[src/scm_pkg.sv]
// Shared constants, codes and control types of the stack calculator
`default_nettype none

package scm_pkg;

  // Field and datapath widths
  localparam int VAL_W           = 31;
  localparam int LIM_W           = 30;
  localparam int FUNC_W          = 4;
  localparam int RES_W           = 2 * VAL_W;
  localparam int CFG_AW          = 3;
  localparam int CFG_DW          = 32;
  localparam int STACK_DEPTH_DEF = 1024;
  localparam int DIV_STEPS       = VAL_W;

  localparam logic [LIM_W-1:0] LIMIT_RST = LIM_W'(1000000000);

  // Register index, taken from paddr[2]
  localparam logic REG_LIMIT = 1'b0;

  // Instruction codes
  localparam logic [FUNC_W-1:0] FUNC_START = 4'd0;
  localparam logic [FUNC_W-1:0] FUNC_NUM   = 4'd1;
  localparam logic [FUNC_W-1:0] FUNC_POP   = 4'd2;
  localparam logic [FUNC_W-1:0] FUNC_INV   = 4'd3;
  localparam logic [FUNC_W-1:0] FUNC_DUP   = 4'd4;
  localparam logic [FUNC_W-1:0] FUNC_SWP   = 4'd5;
  localparam logic [FUNC_W-1:0] FUNC_ADD   = 4'd6;
  localparam logic [FUNC_W-1:0] FUNC_SUB   = 4'd7;
  localparam logic [FUNC_W-1:0] FUNC_MUL   = 4'd8;
  localparam logic [FUNC_W-1:0] FUNC_DIV   = 4'd9;
  localparam logic [FUNC_W-1:0] FUNC_MOD   = 4'd10;
  localparam logic [FUNC_W-1:0] FUNC_END   = 4'd11;

  // Controller to datapath commands
  typedef struct packed {
    logic              load;      // capture operand of accepted word
    logic              start;     // reset stack to the operand alone
    logic              push_opnd; // push operand
    logic              push_tos;  // push copy of top
    logic              pop;       // drop top
    logic              inv;       // negate top
    logic              swap;      // exchange top two
    logic              arith;     // register add/sub/mul result
    logic              div_go;    // launch divider
    logic              commit;    // replace top two with result
    logic              emit;      // load output word
    logic              emit_err;  // error bit of output word
    logic [FUNC_W-1:0] func;      // current instruction
  } scm_cmd_t;

  // Datapath to controller status
  typedef struct packed {
    logic empty;
    logic one;
    logic lt2;
    logic full;
    logic tos_zero;
    logic ovf;
    logic div_done;
    logic out_free;
  } scm_stat_t;

endpackage

`default_nettype wire

[src/scm_ctrl.sv]
// Controller: instruction decode, error flag and sequencing
`default_nettype none

module scm_ctrl import scm_pkg::*; (
  input  logic              clk,
  input  logic              rst_n,
  input  logic              in_valid,
  output logic              in_stall,
  input  logic [FUNC_W-1:0] in_func,
  input  scm_stat_t         stat,
  output scm_cmd_t          cmd
);

  localparam logic [2:0] S_IDLE = 3'd0;
  localparam logic [2:0] S_EXEC = 3'd1;
  localparam logic [2:0] S_CHK  = 3'd2;
  localparam logic [2:0] S_DIV  = 3'd3;
  localparam logic [2:0] S_EMIT = 3'd4;

  logic [2:0]        state_r, state_nxt;
  logic              err_r, err_nxt;
  logic [FUNC_W-1:0] func_r;
  logic              accept;

  assign in_stall = (state_r != S_IDLE);
  assign accept   = in_valid & ~in_stall;

  // Instruction capture
  always_ff @(posedge clk) begin
    if (accept) begin
      func_r <= in_func;
    end
  end

  // Next state, error flag and commands
  always_comb begin
    state_nxt    = state_r;
    err_nxt      = err_r;
    cmd          = '0;
    cmd.func     = func_r;
    cmd.load     = accept;
    cmd.emit_err = err_r | ~stat.one;
    unique case (state_r)
      S_IDLE: begin
        if (accept) begin
          state_nxt = S_EXEC;
        end
      end
      S_EXEC: begin
        state_nxt = S_IDLE;
        if (func_r == FUNC_START) begin
          cmd.start = 1'b1;
          err_nxt   = 1'b0;
        end else if (func_r == FUNC_END) begin
          state_nxt = S_EMIT;
        end else if (!err_r && func_r < FUNC_END) begin
          unique case (func_r) inside
            FUNC_NUM: begin
              if (stat.full) err_nxt = 1'b1;
              else cmd.push_opnd = 1'b1;
            end
            FUNC_POP: begin
              if (stat.empty) err_nxt = 1'b1;
              else cmd.pop = 1'b1;
            end
            FUNC_INV: begin
              if (stat.empty) err_nxt = 1'b1;
              else cmd.inv = 1'b1;
            end
            FUNC_DUP: begin
              if (stat.empty || stat.full) err_nxt = 1'b1;
              else cmd.push_tos = 1'b1;
            end
            FUNC_SWP: begin
              if (stat.lt2) err_nxt = 1'b1;
              else cmd.swap = 1'b1;
            end
            FUNC_ADD, FUNC_SUB, FUNC_MUL: begin
              if (stat.lt2) begin
                err_nxt = 1'b1;
              end else begin
                cmd.arith = 1'b1;
                state_nxt = S_CHK;
              end
            end
            FUNC_DIV, FUNC_MOD: begin
              if (stat.lt2 || stat.tos_zero) begin
                err_nxt = 1'b1;
              end else begin
                cmd.div_go = 1'b1;
                state_nxt  = S_DIV;
              end
            end
            default: begin
              state_nxt = S_IDLE;
            end
          endcase
        end
      end
      S_CHK: begin
        state_nxt = S_IDLE;
        if (stat.ovf) err_nxt = 1'b1;
        else cmd.commit = 1'b1;
      end
      S_DIV: begin
        if (stat.div_done) begin
          cmd.commit = 1'b1;
          state_nxt  = S_IDLE;
        end
      end
      S_EMIT: begin
        if (stat.out_free) begin
          cmd.emit  = 1'b1;
          state_nxt = S_IDLE;
        end
      end
      default: begin
        state_nxt = S_IDLE;
      end
    endcase
  end

  always_ff @(posedge clk) begin
    if (!rst_n) begin
      state_r <= S_IDLE;
      err_r   <= 1'b0;
    end else begin
      state_r <= state_nxt;
      err_r   <= err_nxt;
    end
  end

endmodule

`default_nettype wire

[config.mk]
export PLATFORM = sky130hd
export DESIGN_NAME = scm_ctrl
export DESIGN_NICKNAME = d
export VERILOG_FILES = /design/src/scm_pkg.sv /design/src/scm_ctrl.sv
export SDC_FILE = /design/constraint.sdc
export NUM_CORES = 1
export LEC_CHECK = 0
export BUFFER_PORTS_ARGS = -buffer_cell sky130_fd_sc_hd__buf_2
export CAP_MARGIN = 20
export CORE_MARGIN = 2
export CORE_UTILIZATION = 40
export CTS_CLUSTER_SIZE = 10
export DETAILED_ROUTE_END_ITERATION = 16
export MAX_ROUTING_LAYER = met4
export PLACE_DENSITY = 0.77
export SETUP_SLACK_MARGIN = 0.05
export SLEW_MARGIN = 20
export SYNTH_ARGS = -nofsm -noshare
export SYNTH_HDL_FRONTEND = slang
export SYNTH_SLANG_ARGS = --single-unit
[constraint.sdc]
create_clock -name clk -period 1.9 [get_ports clk]
set_clock_uncertainty 0.15 [all_clocks]
set_input_delay 0.38 -clock clk [delete_from_list [all_inputs] [get_ports clk]]
set_output_delay 0.38 -clock clk [all_outputs]
set_load 0.05 [all_outputs]
==> impl_metrics.yaml, run 1 <==
timing:
  post-route-period-util_pct: 126
  hold_ws_ns: 0.145
  clock_period_minus_final_worst_setup_slack_ns: 2.39
  maxSlewViolCount: 0
  timing.fmax_mhz: 419
  rsz0062_at_grt: "yes"
  maxSlewHeadroom_pct: 69.1
  final-setup-viol-count: 10
  worst_slack_ns: -0.485
  finalHoldViolCount: 0
  timing.setup.tns_ns: -2.81
  worst_slew_pin_slew_ns: 0.459
yosys:
  yosysTopAreaCellShare_pct: 18.5
  yosysWarningCount: 0
  post_synthesis_cell_type_with_the_largest_combined_area: "sky130_fd_sc_hd__edfxtp_1"
  synth_common_cells: "sky130_fd_sc_hd__nand2_1 (7), sky130_fd_sc_hd__nor2_1 (7), sky130_fd_sc_hd__a21oi_1 (6)"
  syn-mean-instance-area_sq_um: 8.34
  yosysUniqueCellTypes: 33
  synthesis.nets: 93
  synth.yosys.seq_area_share_pct: 30.8
  asyncSetResetFlopFracSynth_pct: 0
  dominantRegCellSynth: "sky130_fd_sc_hd__edfxtp_1"
  synthesis.area_sq_um: 651
  postSynthRegisterBits: 8
  synthCells: 78
  number_of_flops_mapped_to_enable_cells_by_yosys: 4
  netlist_top_cells_area: "sky130_fd_sc_hd__edfxtp_1 (18%), sky130_fd_sc_hd__dfxtp_1 (12%), sky130_fd_sc_hd__nor2b_1 (4.8%), sky130_fd_sc_hd__a21oi_1 (4.6%), sky130_fd_sc_hd__nor3b_1 (4.6%)"
detailed_routing:
  wirelength_mm: 2.94
  postRouteAntennaNets: 0
  routed_wire_length_per_instance_um: 18.9
  first_iter_violations: 32
  detailroute.via_count: 907
  drcViolationCount: 0
  via_per_inst: 5.81
  detailedRoute.firstPassIterationCount: 4
worst_hold_path:
  worst_hold_path.endpoint: "func_r[3]"
  worst_hold_startpoint: "in_func[3]"
  timing.hold.worst_path_depth: 1
  min-delay-path-class: "input pin to flop"
setup_path:
  crit_path_start_kind: "flop"
  r2r_setup_slack_ns: -0.12
  reg2reg_depth: 7
  timing.rr.start: "func_r[1]"
  path_buf_inv: 2
  reg_to_reg_endpoint: "err_r"
  crit_fanout: 2
  critical-path-slowest-cell: "sky130_fd_sc_hd__or4_4"
  critPathMaxStageDelay_ns: 0.49
  path_class: "flop to output port"
  crit_required_ns: 1.37
  cp_data_arrival_time_ns: 1.86
  path_delay_family: "simple AND/OR/NAND/NOR gates"
  crit_path_cell_trace: "nand2b_4, or4_4, nand4b_1, inv_4, buf_8"
  worstSetupEndpointType: "output port"
clock_network:
  cts_made_buffers: 3
  cts.root.buffer_cell: "sky130_fd_sc_hd__clkbuf_4"
  ctsLongestPathBuffers: 2
  cts_tree: "built"
  postCtsHoldBufs: 0
  clock_latency_ns: 0.25
  cts.sinks: 8
  path_clk_slew_ns: 0.06
  max_h_tree_level: 1
finish:
  areaGrowthSynthToFinish_pct: 117
  fillCellCount: 59
  antenna_cells_inserted: 0
  post_route_cells_drive_above_1_share_pct: 69.3
  final_nets: 156
  fin_area_sq_mm: 0.00141
grt:
  grt_overflow: 0
  grt_pass1_vias: 788
  track_usage_pct: 25.3
  antenna_found_initial: 0
  grt_first_pass_wirelength_mm: 3.59
  grt_max_degree: 11
power:
  powerDensity_mw_per_mm2: 1040
  worst_ir_drop_vdd_mv: 1.05
  p_leak_uw: 0.000614
floorplan:
  effective_utilization_at_floorplan_pct: 42.7
  floorplan.die_area_sq_mm: 0.00197
  die-height_um: 44.3
  row_count: 14
  i_o_pin_count: 32
  design.core.area_sq_mm: 0.00152
  dieWidth_um: 44.3
placement:
  dp_slack_ns: -0.263
  globalplace.congestion: 0.839
  place_hpwl_mm: 1.56
  port-buffer-count: 31
  dpl_cell_area_sq_mm: 0.00104
job:
  cap_violations: 0
outcome:
  outcome: "finished, violations left"
  violations: "negative setup slack"
## where the power goes
group          switching (uW)  internal (uW)  leakage [uW]
Clock                    60.6           80.5     0.0000150
Combinational             579            480      0.000527
Sequential               45.4            231     0.0000719
Total                     685            792      0.000614
## sequential cells by signal, indices dropped and copies added (netlist names)
register and flops:
func_r 4, err_r 1, state_r 3
## cell type report
class	count	area, sq um	share of cell area, %
repair buffers	62	515	36.5
multi-input cells	62	629	44.5
inverters	4	17.5	1.24
flip-flops and latches	8	205	14.5
well taps	16	20.0	1.42
clock buffers	4	26.3	1.86
## layer usage
layer  up-vias  GRT usage [%]  part of all wire, %
met3        10           1.63                  4.0
met4         0           6.67                  3.1
met5         -              -                    0
met2        39           47.9                   56
li1        413              -                    -
met1       445           28.4                   37
## stage by stage
stage / instances / total power (uW) / util, %
after floorplan: 78 / 775 / -
after global placement: 139 / 970 / 68.4
after detailed placement: 139 / 989 / 68.4
after CTS: 151 / 1320 / 85.6
after global routing: 156 / 1530 / 92.8
final: 156 / 1480 / 92.8
## how the worst max path moves through the flow
stage / cells past startpoint / to / slack (ns) / from
2_1_floorplan: 4 / cmd[9] / -0.56 / func_r[1]
3_3_place_gp: 5 / cmd[7] / -0.25 / stat[3]
3_5_place_dp: 5 / cmd[7] / -0.26 / stat[3]
4_1_cts: 5 / cmd[7] / -0.41 / func_r[2]
5_1_grt: 5 / cmd[7] / -0.55 / func_r[2]
6_report: 5 / cmd[7] / -0.49 / func_r[2]
## layout by cell type (no fill, tap or decap), drive strengths merged, types with 2 or more instances in the layout
cell type	count
clkbuf	4
or3	2
nor2	7
inv	4
or4	2
nand2	7
nor2b	5
a21oi	6
edfxtp	4
o211ai	2
nor4b	2
buf	62
a21o	2
o21ai	4
dfxtp	4
nand2b	2
nor3	3
a221oi	2
nor3b	4
## cell families after synthesis
group                     share of synthesized area, %
and+or+nand+nor                                   39.4
DFF                                               30.8
xor gates and xnor gates                          1.35
muxes                                             1.54
buffers and inverters                             6.15
AOI/OAI and AO/OA                                 20.8
## repair_timing
action,4_1_cts,5_1_grt
gates resized for setup,47,20
gates cloned,0,0
pin swaps,9,8
buffers inserted,8,6
hold endpoints to repair,0,0
endpoints found under the setup margin,12,15
## worst register-to-register path, cell delays in order, from the launching register on
cell and delay, ns:
sky130_fd_sc_hd__edfxtp_1 0.43, sky130_fd_sc_hd__buf_6 0.16, sky130_fd_sc_hd__buf_8 0.14, sky130_fd_sc_hd__a21o_1 0.20, sky130_fd_sc_hd__buf_6 0.12, sky130_fd_sc_hd__a221oi_2 0.30, sky130_fd_sc_hd__o211ai_1 0.19, sky130_fd_sc_hd__a211oi_2 0.23
Power figures use the tool's default switching activity.
==> run 2, diff against run 1 <==
- CORE_UTILIZATION: 40 -> 47
- PLACE_DENSITY: 0.77 -> 0.85
- clock period: 1.9 -> 2.75 ns (I/O delays scaled with it)
==> run 2 against run 1 <==
The flow now finishes without violations; clock power is 33% lower; sequential cell count did not move; sequential share of layout area increased by 7.5 points; power fell by 54%; design area down 36%; critical path depth shrank 1; critical endpoint is now cmd[9]; first-iteration DRC count is 3.1% lower.
==> impl_metrics.yaml, run 2 (synthesis gave the netlist of run 1 again) <==
finish:
  final_util_pct: 69.9
  registers.top_by_ff_count: "func_r"
  areaGrowthSynthToFinish_pct: 39.8
  fillCellCount: 112
  registers_with_the_most_flip_flops: "func_r (4), state_r (3), err_r (1)"
  antenna_cells_inserted: 0
  multi_input_area_sq_um: 447
  post_route_cells_drive_above_1_share_pct: 44.3
  final_common_cell: "sky130_fd_sc_hd__buf_2"
  max_ffs_per_register: 4
  fin_area_sq_um: 910
  final_nets: 131
  mostFrequentLayoutCells: "sky130_fd_sc_hd__buf_2 (30), sky130_fd_sc_hd__nand2_1 (7), sky130_fd_sc_hd__nor2_1 (6), sky130_fd_sc_hd__a21oi_1 (6), sky130_fd_sc_hd__buf_4 (6)"
  final-seq-area_sq_um: 200
power:
  p_leak_uw: 0.000404
  powerDensity_mw_per_mm2: 743
  worst_ir_drop_vdd_mv: 0.457
placement:
  port-buffer-count: 31
  place_hpwl_mm: 1.36
  dp_slack_ns: 0.276
  globalplace.congestion: 0.800
  dpl_cell_area_sq_um: 845
clock_network:
  cts.sinks: 8
  cts.root.buffer_cell: "sky130_fd_sc_hd__clkbuf_4"
  ctsLongestPathBuffers: 2
  max_h_tree_level: 1
  clock_latency_ns: 0.25
  cts_tree: "built"
  cts_made_buffers: 3
  path_clk_slew_ns: 0.06
detailed_routing:
  routed_wire_length_per_instance_um: 13.1
  first_iter_violations: 31
  detailroute.via_count: 725
  wirelength_mm: 1.70
  detailedRoute.firstPassIterationCount: 4
  postRouteAntennaNets: 0
  drcViolationCount: 0
  via_per_inst: 5.58
setup_path:
  crit_fanout: 7
  crit_path_cell_trace: "nor4b_4, o2111ai_2, nor4bb_2, clkbuf_4"
  critical-path-slowest-cell: "sky130_fd_sc_hd__nor4b_4"
  timing.rr.start: "func_r[0]"
  path_delay_family: "simple AND/OR/NAND/NOR gates"
  path_buf_inv: 1
  critPathMaxStageDelay_ns: 0.47
  path_class: "flop to output port"
  crit_path_start_kind: "flop"
  cp-startpoint: "state_r[1]"
  cp_data_arrival_time_ns: 1.91
  worstSetupEndpointType: "output port"
  crit_required_ns: 2.05
worst_hold_path:
  min-delay-path-class: "input pin to flop"
  worst_hold_startpoint: "in_func[1]"
timing:
  final-setup-viol-count: 0
  rsz0062_at_grt: "yes"
  worst_slack_ns: 0.143
  post-route-period-util_pct: 94.8
  hold_ws_ns: 0.327
  clock_period_minus_final_worst_setup_slack_ns: 2.61
  maxSlewHeadroom_pct: 73.0
  timing.fmax_mhz: 384
  maxSlewViolCount: 0
  worst_slew_pin_slew_ns: 0.404
  finalHoldViolCount: 0
floorplan:
  die-height_um: 41.2
  row_count: 13
  effective_utilization_at_floorplan_pct: 50.0
  floorplan.die_area_sq_mm: 0.00170
  design.core.area_sq_mm: 0.00130
  dieWidth_um: 41.2
  i_o_pin_count: 32
grt:
  grt_first_pass_wirelength_mm: 2.45
  track_usage_pct: 22.9
  grt_pass1_vias: 629
  grt_max_degree: 12
  antenna_found_initial: 0
  grt_overflow: 0
outcome:
  outcome: "finished, final reports clean"
job:
  cap_violations: 0
-- run 2: changes by cell type in the layout (fill, tap and decap cells not counted), moves of 2 or more --
| cell | previous run | this run |
|---|---|---|
| sky130_fd_sc_hd__buf_2 | 19 | 30 |
| sky130_fd_sc_hd__nor2_1 | 3 | 6 |
| sky130_fd_sc_hd__buf_4 | 20 | 6 |
| sky130_fd_sc_hd__nor3_4 | 2 | 0 |
| sky130_fd_sc_hd__nor2b_1 | 1 | 5 |
| sky130_fd_sc_hd__a21oi_2 | 2 | 0 |
| sky130_fd_sc_hd__a21oi_1 | 3 | 6 |
| sky130_fd_sc_hd__nor2_4 | 3 | 0 |
| sky130_fd_sc_hd__buf_8 | 3 | 0 |
| sky130_fd_sc_hd__nor2b_4 | 4 | 0 |
| sky130_fd_sc_hd__nor3b_4 | 2 | 0 |
| sky130_fd_sc_hd__dfxtp_1 | 2 | 4 |
| sky130_fd_sc_hd__buf_6 | 20 | 0 |
-- run 2: final cells by class --
class                      instances  share of cell area, %
timing repair buffer              37                   22.3
inverter                           4                   1.65
tap                               15                   2.06
sequential                         8                   22.0
clock buffer                       4                   2.89
multi-input combinational         62                   49.1
-- run 2: worst reg2reg max path, stage by stage (launching register included) --
cell                        delay (ns)
sky130_fd_sc_hd__edfxtp_1         0.41
sky130_fd_sc_hd__buf_4            0.20
sky130_fd_sc_hd__or4_4            0.53
sky130_fd_sc_hd__o2111ai_2        0.15
sky130_fd_sc_hd__a21o_1           0.14
sky130_fd_sc_hd__a21oi_1          0.07
-- run 2: stage by stage --
| step | power [uW] | cells | setup TNS, ns |
|---|---|---|---|
| after CTS | 671 | 128 | 0 |
| after detailed placement | 566 | 122 | 0 |
| after floorplan | 490 | 78 | -0.210 |
| after global routing | 722 | 130 | 0 |
| after global placement | 556 | 122 | 0 |
| final | 676 | 130 | 0 |
-- run 2: path summary, 6_finish.rpt --
| kind | end | slack (ns) | cells past startpoint |
|---|---|---|---|
| max reg2reg | state_r[1] | 0.98 | 5 |
| max | cmd[9] | 0.14 | 4 |
| min reg2reg | state_r[2] | 0.51 | 2 |
| min | func_r[1] | 0.33 | 1 |
-- run 2: report_power, final --
group / leakage [uW] / internal (uW) / switching [uW]
combinational: 0.000318 / 134 / 249
clock: 0.0000150 / 55.4 / 38.4
sequential: 0.0000708 / 158 / 42.4
total: 0.000404 / 347 / 330
-- run 2: routing by layer --
layer	GRT usage, %	routed length, um	vias to the layer above
met5	-	0	-
met4	8.87	0	0
met3	3.26	97	0
met2	42.6	931	32
met1	23.9	673	326
li1	-	-	367
-- run 2: what timing repair did --
action | in CTS | in global routing
setup buffers | 2 | 2
hold buffers | 0 | 0
pin swaps | 0 | 0
resized for setup | 0 | 2
endpoints found under the setup margin | 1 | 3
==> run 3, diff against run 2 <==
- CELL_PAD_IN_SITES_DETAIL_PLACEMENT: not set -> 0
- CELL_PAD_IN_SITES_GLOBAL_PLACEMENT: not set -> 1
- CORE_UTILIZATION: 47 -> 33
==> run 3 against run 2 <==
Clock power rose by 3.0%; hold slack got worse by 0.010 ns; design area rose by 2.6%; sequential cell count did not move; power rose by 1.3%; sequential power rose by 3%; wire length fell by 3.7%; cell count rose by 11%; register-to-register slack got worse by 0.09 ns; first-iteration DRC count fell by 68%; utilization fell by 21 points.
==> impl_metrics.yaml, run 3 (synthesis gave the netlist of run 1 again) <==
finish:
  final_common_cell: "sky130_fd_sc_hd__buf_2"
  antenna_cells_inserted: 0
  registers_with_the_most_flip_flops: "func_r (4), state_r (3), err_r (1)"
  registers.top_by_ff_count: "func_r"
  max_ffs_per_register: 4
  areaGrowthSynthToFinish_pct: 43.5
  final_nets: 133
  fillCellCount: 194
  mostFrequentLayoutCells: "sky130_fd_sc_hd__buf_2 (30), sky130_fd_sc_hd__buf_4 (8), sky130_fd_sc_hd__nand2_1 (7)"
  post_route_cells_drive_above_1_share_pct: 44.4
  final-seq-area_sq_um: 200
  fin_area_sq_um: 933
  multi_input_area_sq_um: 440
detailed_routing:
  routed_wire_length_per_instance_um: 11.4
  via_per_inst: 5.12
  drcViolationCount: 0
  detailroute.via_count: 737
  postRouteAntennaNets: 0
  detailedRoute.firstPassIterationCount: 4
  first_iter_violations: 10
  wirelength_mm: 1.64
setup_path:
  worstSetupEndpointType: "output port"
  reg2reg_depth: 4
  cp_data_arrival_time_ns: 1.95
  timing.rr.start: "func_r[3]"
  crit_required_ns: 2.05
  r2r_setup_slack_ns: 0.89
  crit_path_start_kind: "flop"
  reg_to_reg_endpoint: "state_r[1]"
  path_class: "flop to output port"
  crit_fanout: 8
clock_network:
  max_h_tree_level: 1
  clock_latency_ns: 0.25
  postCtsHoldBufs: 0
  cts_tree: "built"
  path_clk_slew_ns: 0.06
  ctsLongestPathBuffers: 2
  cts_made_buffers: 3
  cts.root.buffer_cell: "sky130_fd_sc_hd__clkbuf_4"
  cts.sinks: 8
timing:
  clock_period_minus_final_worst_setup_slack_ns: 2.65
  post-route-period-util_pct: 96.5
  maxSlewHeadroom_pct: 74.9
  worst_slew_pin_slew_ns: 0.374
  final-setup-viol-count: 0
  rsz0062_at_grt: "no"
  timing.fmax_mhz: 377
  maxSlewViolCount: 0
  hold_ws_ns: 0.317
  finalHoldViolCount: 0
grt:
  antenna_found_initial: 0
  grt_first_pass_wirelength_mm: 2.54
  track_usage_pct: 13.7
  grt_overflow: 0
  grt_pass1_vias: 615
  grt_max_degree: 12
outcome:
  outcome: "finished, final reports clean"
floorplan:
  row_count: 16
  design.core.area_sq_mm: 0.00190
  effective_utilization_at_floorplan_pct: 34.2
  i_o_pin_count: 32
  floorplan.die_area_sq_mm: 0.00234
  dieWidth_um: 48.4
  die-height_um: 48.4
job:
  cap_violations: 0
power:
  p_leak_uw: 0.000414
  powerDensity_mw_per_mm2: 734
  worst_ir_drop_vdd_mv: 0.433
placement:
  globalplace.congestion: 0.844
  dpl_cell_area_sq_um: 867
  place_hpwl_mm: 1.30
  port-buffer-count: 31
worst_hold_path:
  min-delay-path-class: "input pin to flop"
  timing.hold.worst_path_depth: 1
  worst_hold_path.endpoint: "func_r[1]"
  worst_hold_startpoint: "in_func[1]"
[run 3: changes by cell type in the layout (fill, tap and decap cells not counted)]
cell,before,now
sky130_fd_sc_hd__buf_4,6,8
sky130_fd_sc_hd__o2111ai_2,1,0
sky130_fd_sc_hd__o2111ai_1,0,1
[run 3: power by group]
part,leakage (uW),internal [uW],switching [uW]
sequential,0.0000708,158,48.0
clock,0.0000150,55.6,41.1
combinational,0.000328,141,242
total,0.000414,354,331
[run 3: worst max-delay path by stage]
stage                   start  endpoint  slack (ns)  cells past startpoint
detailed placement    stat[3]    cmd[7]        0.32                      5
global route        func_r[2]    cmd[7]        0.02                      5
global placement      stat[3]    cmd[7]        0.31                      5
finish              func_r[2]    cmd[7]         0.1                      5
floorplan           func_r[1]    cmd[9]       -0.20                      4
CTS                 func_r[2]    cmd[7]        0.05                      5
[run 3: cell type report]
class                   count  share of cell area, %
repair buffers             39                   23.3
multi-input cells          62                   47.2
inverters                   4                   1.61
flip-flops and latches      8                   21.4
well taps                  27                   3.62
clock buffers               4                   2.82
[run 3: routing by layer]
layer  vias up  GRT usage [%]  share of wire, %
li1        369              -                 -
met1       337           17.0                48
met2        29           23.4                45
met3         2           1.54               6.1
met4         0           4.29              0.85
met5         -              -                 0
[run 3: per-stage QoR]
step	setup TNS [ns]	worst slack [ns]	utilization, %	cells	power (uW)
after floorplan	-0.210	-0.204	-	78	490
after global placement	0	0.307	45.6	135	571
after detailed placement	0	0.320	45.6	135	572
after CTS	0	0.0516	47.0	139	671
after global routing	0	0.0218	49.1	144	723
final	0	0.0973	49.1	144	685
[run 3: critical path: stages (launching register included)]
cell and delay [ns]:
sky130_fd_sc_hd__edfxtp_1 0.49, sky130_fd_sc_hd__nand2b_4 0.19, sky130_fd_sc_hd__or4_4 0.48, sky130_fd_sc_hd__nand4b_1 0.23
sky130_fd_sc_hd__inv_1 0.08, sky130_fd_sc_hd__clkbuf_4 0.22
[run 3: what timing repair did]
| action | CTS | global route |
|---|---|---|
| buffers inserted | 0 | 5 |
| endpoints found under the setup margin | 0 | 3 |
| hold endpoints to repair | 0 | 0 |
| resized for setup | 0 | 1 |
